--- src/hdl/gsm_pkg.sv ---
// Shared types and constants of the golden-section minimizer.
// No dependencies; imported by gsm_cfg, the core and the testbench.
package gsm_pkg;

    localparam int TOL_BITS   = 46;
    localparam int LIMIT_BITS = 16;
    localparam int PADDR_BITS = 4;
    localparam int PDATA_BITS = 64;

    localparam logic [TOL_BITS-1:0]   TOL_RESET   = 46'd168;
    localparam logic [LIMIT_BITS-1:0] LIMIT_RESET = 16'd1000;

    // round(2^32 / phi)
    localparam logic [31:0] INV_PHI_Q32 = 32'd2654435769;
    // half of the 2^32 product scale, for round half up
    localparam logic [63:0] ROUND_HALF  = 64'h0000_0000_8000_0000;

    // register select bit of paddr (registers sit 8 bytes apart)
    localparam logic REG_TOLERANCE  = 1'b0;
    localparam logic REG_STEP_LIMIT = 1'b1;

    typedef struct packed {
        logic [TOL_BITS-1:0]   tol;
        logic [LIMIT_BITS-1:0] limit;
    } t_cfg;

endpackage

--- src/hdl/gsm_mul.sv ---
// Shared 32x32 unsigned multiplier with a registered product.
// Depends on nothing but its ports; used by the sequencer twice per iteration.
module gsm_mul (
    input  logic        i_clk,
    input  logic [31:0] i_a,
    input  logic [31:0] i_b,
    output logic [63:0] o_p
);

    logic [63:0] r_p;

    // register the product
    always_ff @(posedge i_clk) begin
        r_p <= 64'(i_a) * 64'(i_b);
    end

    assign o_p = r_p;

endmodule

--- src/hdl/gsm_cfg.sv ---
// APB-style register file: tolerance and step limit.
// Depends on gsm_pkg for the register layout and reset values.
module gsm_cfg
    import gsm_pkg::*;
(
    input  logic                  i_clk,
    input  logic                  i_rst_n,
    input  logic                  psel,
    input  logic                  penable,
    input  logic                  pwrite,
    input  logic [PADDR_BITS-1:0] paddr,
    input  logic [PDATA_BITS-1:0] pwdata,
    output logic [PDATA_BITS-1:0] prdata,
    output logic                  pready,
    output t_cfg                  o_cfg
);

    logic [TOL_BITS-1:0]   r_tol;
    logic [LIMIT_BITS-1:0] r_limit;
    logic                  wr_en;

    assign wr_en  = psel && penable && pwrite;
    assign pready = 1'b1;

    // write on the access beat
    always_ff @(posedge i_clk) begin
        if (!i_rst_n) begin
            r_tol   <= TOL_RESET;
            r_limit <= LIMIT_RESET;
        end else if (wr_en) begin
            if (paddr[3] == REG_TOLERANCE) begin
                r_tol <= pwdata[TOL_BITS-1:0];
            end else begin
                r_limit <= pwdata[LIMIT_BITS-1:0];
            end
        end
    end

    // read back; misaligned addresses read zero
    always_comb begin
        prdata = '0;
        if (paddr[2:0] == 3'd0) begin
            if (paddr[3] == REG_STEP_LIMIT) begin
                prdata = PDATA_BITS'(r_limit);
            end else begin
                prdata = PDATA_BITS'(r_tol);
            end
        end
    end

    assign o_cfg.tol   = r_tol;
    assign o_cfg.limit = r_limit;

endmodule

--- src/hdl/golden_section_minimizer_core.sv ---
// Golden-section minimizer of f(x) = (x - 3) * x, signed fixed point.
// Depends on gsm_pkg, gsm_cfg (register file) and gsm_mul (shared multiplier).
//
// Give two interval ends with start while busy is low; one result follows
// on o_valid for a single cycle and cannot be stalled, so the receiver must
// take it then. The span and the tolerance set the number of iterations, and
// the step limit caps it. Each iteration is a stop check, two passes through
// the one 32x32 multiplier (low and high halves of span/phi), a probe update
// and the objective compare. busy is high from the accept until the result
// strobe, and a new item may start in the strobe cycle.
// Write the configuration registers only while busy is low.
module golden_section_minimizer_core
    import gsm_pkg::*;
#(
    parameter int FRAC_BITS = 24,
    parameter int WORD_BITS = 47
) (
    input  logic                        i_clk,
    input  logic                        i_rst_n,
    input  logic                        start,
    output logic                        busy,
    input  logic signed [WORD_BITS-1:0] i_left_end,
    input  logic signed [WORD_BITS-1:0] i_right_end,
    output logic                        o_valid,
    output logic signed [WORD_BITS-1:0] o_minimum_estimate,
    output logic [LIMIT_BITS-1:0]       o_iterations_used,
    output logic                        o_converged,
    input  logic                        psel,
    input  logic                        penable,
    input  logic                        pwrite,
    input  logic [PADDR_BITS-1:0]       paddr,
    input  logic [PDATA_BITS-1:0]       pwdata,
    output logic [PDATA_BITS-1:0]       prdata,
    output logic                        pready
);

    localparam int W  = WORD_BITS;
    localparam int SW = ((W + 1) > (FRAC_BITS + 3)) ? (W + 1) : (FRAC_BITS + 3);
    localparam logic signed [SW-1:0] THREE = SW'(3) <<< FRAC_BITS;

    typedef enum logic [2:0] {
        S_IDLE,
        S_CHECK,
        S_MLO,
        S_MHI,
        S_UPD,
        S_CMP
    } t_state;

    t_cfg cfg;

    t_state                r_state, n_state;
    logic signed [W-1:0]   r_lo, n_lo, r_hi, n_hi, r_pl, n_pl, r_pr, n_pr;
    logic [LIMIT_BITS-1:0] r_iter, n_iter;
    logic [31:0]           r_acc, n_acc;
    logic                  r_valid, n_valid;
    logic signed [W-1:0]   r_mid, n_mid;
    logic [LIMIT_BITS-1:0] r_iters, n_iters;
    logic                  r_conv, n_conv;

    logic signed [W:0]     span_diff, gap_diff, mid_sum;
    logic [63:0]           span64, mul_p, lo_round, q64;
    logic [31:0]           mul_a;
    logic [W-1:0]          q;
    logic                  small_gap, f_not_less;
    logic signed [SW-1:0]  probe_sum;

    gsm_cfg u_cfg (
        .i_clk   (i_clk),
        .i_rst_n (i_rst_n),
        .psel    (psel),
        .penable (penable),
        .pwrite  (pwrite),
        .paddr   (paddr),
        .pwdata  (pwdata),
        .prdata  (prdata),
        .pready  (pready),
        .o_cfg   (cfg)
    );

    gsm_mul u_mul (
        .i_clk (i_clk),
        .i_a   (mul_a),
        .i_b   (INV_PHI_Q32),
        .o_p   (mul_p)
    );

    // span of the current bracket, split into multiplier halves
    assign span_diff = (W + 1)'(r_hi) - (W + 1)'(r_lo);
    assign span64    = 64'(span_diff[W-1:0]);
    assign mul_a     = (r_state == S_MHI) ? span64[63:32] : span64[31:0];

    // span/phi = hi*C + round(lo*C / 2^32)
    assign lo_round = mul_p + ROUND_HALF;
    assign q64      = mul_p + 64'(r_acc);
    assign q        = q64[W-1:0];

    // stop test on the previous probe gap
    assign gap_diff  = (W + 1)'(r_pr) - (W + 1)'(r_pl);
    assign small_gap = gap_diff[W] || (64'(gap_diff[W-1:0]) < 64'(cfg.tol));

    // exact f(pl) >= f(pr): compare pl + pr against 3
    assign probe_sum = SW'(r_pl) + SW'(r_pr);
    always_comb begin
        if (r_pl == r_pr) begin
            f_not_less = 1'b1;
        end else if (r_pl < r_pr) begin
            f_not_less = (probe_sum <= THREE);
        end else begin
            f_not_less = (probe_sum >= THREE);
        end
    end

    // floor((pl + pr) / 2)
    assign mid_sum = (W + 1)'(r_pl) + (W + 1)'(r_pr);

    // sequencer
    always_comb begin
        n_state = r_state;
        n_lo    = r_lo;
        n_hi    = r_hi;
        n_pl    = r_pl;
        n_pr    = r_pr;
        n_iter  = r_iter;
        n_acc   = r_acc;
        n_valid = 1'b0;
        n_mid   = r_mid;
        n_iters = r_iters;
        n_conv  = r_conv;
        case (r_state)
            S_IDLE: begin
                // take a beat and order the ends
                if (start) begin
                    if (i_left_end > i_right_end) begin
                        n_lo = i_right_end;
                        n_hi = i_left_end;
                    end else begin
                        n_lo = i_left_end;
                        n_hi = i_right_end;
                    end
                    n_pl    = n_lo;
                    n_pr    = n_hi;
                    n_iter  = '0;
                    n_state = S_CHECK;
                end
            end
            S_CHECK: begin
                if (r_iter == cfg.limit) begin
                    n_valid = 1'b1;
                    n_mid   = mid_sum[W:1];
                    n_iters = r_iter;
                    n_conv  = 1'b0;
                    n_state = S_IDLE;
                end else if (small_gap) begin
                    n_valid = 1'b1;
                    n_mid   = mid_sum[W:1];
                    n_iters = r_iter;
                    n_conv  = 1'b1;
                    n_state = S_IDLE;
                end else begin
                    n_state = S_MLO;
                end
            end
            S_MLO: begin
                n_state = S_MHI;
            end
            S_MHI: begin
                // hold the rounded low-half contribution
                n_acc   = lo_round[63:32];
                n_state = S_UPD;
            end
            S_UPD: begin
                // place the probes
                n_pl    = r_hi - q;
                n_pr    = r_lo + q;
                n_state = S_CMP;
            end
            S_CMP: begin
                // keep the side with the smaller value
                if (f_not_less) begin
                    n_lo = r_pl;
                end else begin
                    n_hi = r_pr;
                end
                n_iter  = r_iter + 1'b1;
                n_state = S_CHECK;
            end
            default: begin
                n_state = S_IDLE;
            end
        endcase
    end

    always_ff @(posedge i_clk) begin
        if (!i_rst_n) begin
            r_state <= S_IDLE;
            r_valid <= 1'b0;
        end else begin
            r_state <= n_state;
            r_valid <= n_valid;
        end
        r_lo    <= n_lo;
        r_hi    <= n_hi;
        r_pl    <= n_pl;
        r_pr    <= n_pr;
        r_iter  <= n_iter;
        r_acc   <= n_acc;
        r_mid   <= n_mid;
        r_iters <= n_iters;
        r_conv  <= n_conv;
    end

    assign busy               = (r_state != S_IDLE);
    assign o_valid            = r_valid;
    assign o_minimum_estimate = r_mid;
    assign o_iterations_used  = r_iters;
    assign o_converged        = r_conv;

endmodule

--- config.mk ---
export PLATFORM = sky130hd
export DESIGN_NAME = golden_section_minimizer_core
export DESIGN_NICKNAME = d
export VERILOG_FILES = /design/src/hdl/gsm_pkg.sv /design/src/hdl/gsm_mul.sv /design/src/hdl/gsm_cfg.sv /design/src/hdl/golden_section_minimizer_core.sv
export SDC_FILE = /design/constraint.sdc
export NUM_CORES = 2
export LEC_CHECK = 0
export ABC_AREA = 1
export BUFFER_PORTS_ARGS = -buffer_cell sky130_fd_sc_hd__buf_4
export CAP_MARGIN = 20
export CELL_PAD_IN_SITES_DETAIL_PLACEMENT = 1
export CELL_PAD_IN_SITES_GLOBAL_PLACEMENT = 2
export CORE_MARGIN = 2
export CORE_UTILIZATION = 40
export CTS_CLUSTER_SIZE = 40
export DETAILED_ROUTE_END_ITERATION = 7
export HOLD_SLACK_MARGIN = 0.1
export PLACE_DENSITY_LB_ADDON = 0.1
export SLEW_MARGIN = 0
export SYNTH_ARGS = -nofsm -noshare
export SYNTH_HDL_FRONTEND = slang
export SYNTH_SLANG_ARGS = --single-unit
export TNS_END_PERCENT = 30
--- constraint.sdc ---
create_clock -name i_clk -period 21.5 [get_ports i_clk]
set_clock_uncertainty 0.05 [all_clocks]
set_input_delay 1.075 -clock i_clk [delete_from_list [all_inputs] [get_ports i_clk]]
set_output_delay 1.075 -clock i_clk [all_outputs]
set_load 0.1 [all_outputs]
==> results.json <==
{
  "io_pins": 299,
  "place_congestion": 1.01,
  "hold_path.class": "register to register",
  "grt_pass1_wl_mm": 388,
  "place_ws_ps": 10610,
  "ys_seq_elements": 430,
  "setup_slack_ps": 10540,
  "setup_viol": 0,
  "postCtsSetupRepairBufs": 0,
  "root_buffer": "clkbuf_16",
  "yosys-top-cells-area": "fa_1, ha_1, edfxtp_1, inv_1, nand2_1",
  "timing.rr.end": "u_mul.o_p[59]",
  "yosys.area.top_type_share_pct": 15.9,
  "initial_core_util_pct": 40.3,
  "synthesis.area_sq_mm": 0.0596,
  "area_growth_pct": 9.83,
  "synth_flop_cell": "edfxtp_1",
  "yosys.cell_types.count": 75,
  "post_cts_resized": 0,
  "synthCells": 7926,
  "cts_made_buffers": 54,
  "via_per_inst": 5.46,
  "cp_common_cell": "inv_1",
  "port_buffers": 261,
  "yosysWarnings": 0,
  "crit_slowest_cell": "xnor2_1",
  "cp-end-kind": "register",
  "drv_cap": 0,
  "antenna_left": 0,
  "grt_remaining_overflow": 0,
  "synth-edff-count": 300,
  "grt_max_degree": 87,
  "period_minus_slack_ps": 10960,
  "insertion_delay_ps": 680,
  "slowest_delay_ps": 580,
  "crit_path_start_kind": "register",
  "cts_tree": "built",
  "regToRegStartpoint": "r_lo[27]",
  "yosys.area_share.simple_pct": 21.1,
  "syn_avg_cell_area_sq_um": 7.53,
  "clock.fmax_mhz": 91.2,
  "worstSetupEndpoint": "u_mul.o_p[59]",
  "wl_mm": 266,
  "cp.arrival_ps": 11500,
  "ys_seq_area_share_pct": 19.5,
  "coreArea_sq_mm": 0.148,
  "nNetsFinal": 9528,
  "drt-met1-wl_mm": 100,
  "synth_xor_area_share_pct": 4.26,
  "synthAdderAreaFrac_pct": 31.6,
  "hold_buffers": 0,
  "grt_util_all_layers_pct": 34.8,
  "ff2ff_path_depth": 42,
  "routed.top_layer": "met4",
  "crit_start": "r_lo[27]",
  "cts.sinks": 430,
  "dieArea_sq_mm": 0.152,
  "drtIter0Drc": 2927,
  "hpwl_mm": 234,
  "synthArstFlopShare_pct": 0,
  "final_util_pct": 44.3,
  "status": "finished clean",
  "synthMuxAreaShare_pct": 0.0168,
  "ff2ff_setup_slack_ps": 10540,
  "n_antenna_cell": 0,
  "yosysTopAreaCell": "fa_1",
  "path_clk_slew_ps": 60,
  "slew_viol_final": 0,
  "finalHoldViolCount": 0,
  "grt_pass1_vias": 60065,
  "cts_buffer_depth": 3,
  "grt_antenna_before_repair": 3,
  "place_area_sq_mm": 0.0637,
  "critPathRequiredTime_ps": 22040,
  "stdcell_area_sq_mm": 0.0655,
  "row_count": 141,
  "drive_above_1_share_pct": 7.31,
  "die-width_um": 390,
  "drt_pass1_iterations": 5,
  "synth_compound_area_share_pct": 11.5,
  "worst_slew_pin_slew_ps": 1150,
  "vias": 55162,
  "critPathKind": "register to register",
  "cp_max_fo": 12,
  "synth_top_family_by_area": "adder cells",
  "nFillCells": 18544,
  "drc": 0,
  "h-tree-depth": 2,
  "routed-wl-met3_mm": 8.59,
  "fin_tns_setup_ps": 0,
  "routedWlPerCell_um": 26.4,
  "slew_headroom_pct": 23.1,
  "die_y_um": 390,
  "met2_length_mm": 137,
  "rsz0062_at_grt": "no",
  "fin_crit_sh_pct": 51.0
}
Yosys cell counts (25+ instances only):
cell type	n
fa_1	474
inv_1	1661
nand2_1	1392
o211ai_1	25
a31oi_1	82
a21oi_1	538
edfxtp_1	300
buf_2	30
inv_2	26
nor4_1	34
a21o_1	25
o21bai_1	31
ha_1	750
nand2_2	31
nand3_1	536
nor3_1	108
xor2_1	187
o21ai_0	371
nand4_1	65
dfxtp_1	130
buf_4	31
clkbuf_1	79
o21a_1	40
nor2_1	600
or2_2	40
xnor2_1	101
logic make-up after synthesis:
family / Yosys count
xor+xnor: 289
flops: 430
fa+ha+maj: 1224
mux: 1
buf+inv: 1854
compound gates: 1221
simple gates: 2905
other cells: 2
critical path, delay by kind of cell, from the launching register on:
| kind | cells | cell delay (ps) |
|---|---|---|
| xor gates and xnor gates | 2 | 730 |
| AOI/OAI and AO/OA | 5 | 1050 |
| buffers and inverters | 9 | 970 |
| and+or+nand+nor | 16 | 3000 |
| DFF | 1 | 480 |
| adders and majority gates | 10 | 4550 |
per-stage QoR:
step / std cells / hold WS, ps
after detailed placement: 10010 / 440
after floorplan: 7943 / 374
after global placement: 10009 / 430
after CTS: 10111 / 448
after global routing: 10111 / 473
final: 10111 / 448
sequential cells by signal, summed over array words and instances, names as in the netlist, 32 cells and up:
signal,cells
o_minimum_estimate,47
r_acc,32
r_hi,47
r_lo,47
r_pl,47
r_pr,47
u_cfg.r_tol,46
u_mul.o_p,64
per-layer routing:
metal | vias up | global-route usage, %
met5 | - | 0
met4 | 0 | 22.8
met3 | 599 | 2.82
met2 | 1418 | 64.7
met1 | 27251 | 37.8
li1 | 25894 | -
worst min path at each step:
stage                startpoint                   end  slack (ps)  cells after the start
2_1_floorplan         r_iter[5]  o_iterations_used[5]         370                      0
3_3_place_gp   u_cfg.r_limit[8]      u_cfg.r_limit[8]         430                      2
3_5_place_dp   u_cfg.r_limit[7]      u_cfg.r_limit[7]         440                      2
4_1_cts        u_cfg.r_limit[7]      u_cfg.r_limit[7]         450                      2
5_1_grt          u_cfg.r_tol[8]        u_cfg.r_tol[8]         470                      2
6_report       u_cfg.r_limit[7]      u_cfg.r_limit[7]         450                      2
cells in the final DEF, fill, tap and decap left out, types with 32 or more instances in the layout:
cell	Yosys	routed
buf_4	31	301
xor2_1	187	187
o21a_1	40	40
xnor2_1	101	101
nand4_1	65	65
edfxtp_1	300	300
nand2_1	1392	1389
nand3_1	536	535
inv_1	1661	1657
nor2_1	600	597
nor3_1	108	104
dfxtp_1	130	130
o21ai_0	371	371
a21oi_1	538	538
or2_2	40	40
fa_1	474	474
clkbuf_16	0	56
a31oi_1	82	82
nor4_1	34	32
ha_1	750	750
cell type report:
| cell class | instances | area (sq um) | share of cell area, % |
|---|---|---|---|
| repair buffers | 302 | 2260 | 3.46 |
| inverters | 1689 | 6350 | 9.69 |
| well taps | 1930 | 2410 | 3.69 |
| flip-flops and latches | 430 | 11600 | 17.7 |
| clock buffers | 68 | 1490 | 2.27 |
| multi-input cells | 5659 | 41000 | 62.6 |
| clock inverters | 33 | 369 | 0.563 |
Power is left out: the tool's default activity adds up to more than one toggle a clock period on the data nets, which glitch-free logic cannot reach.
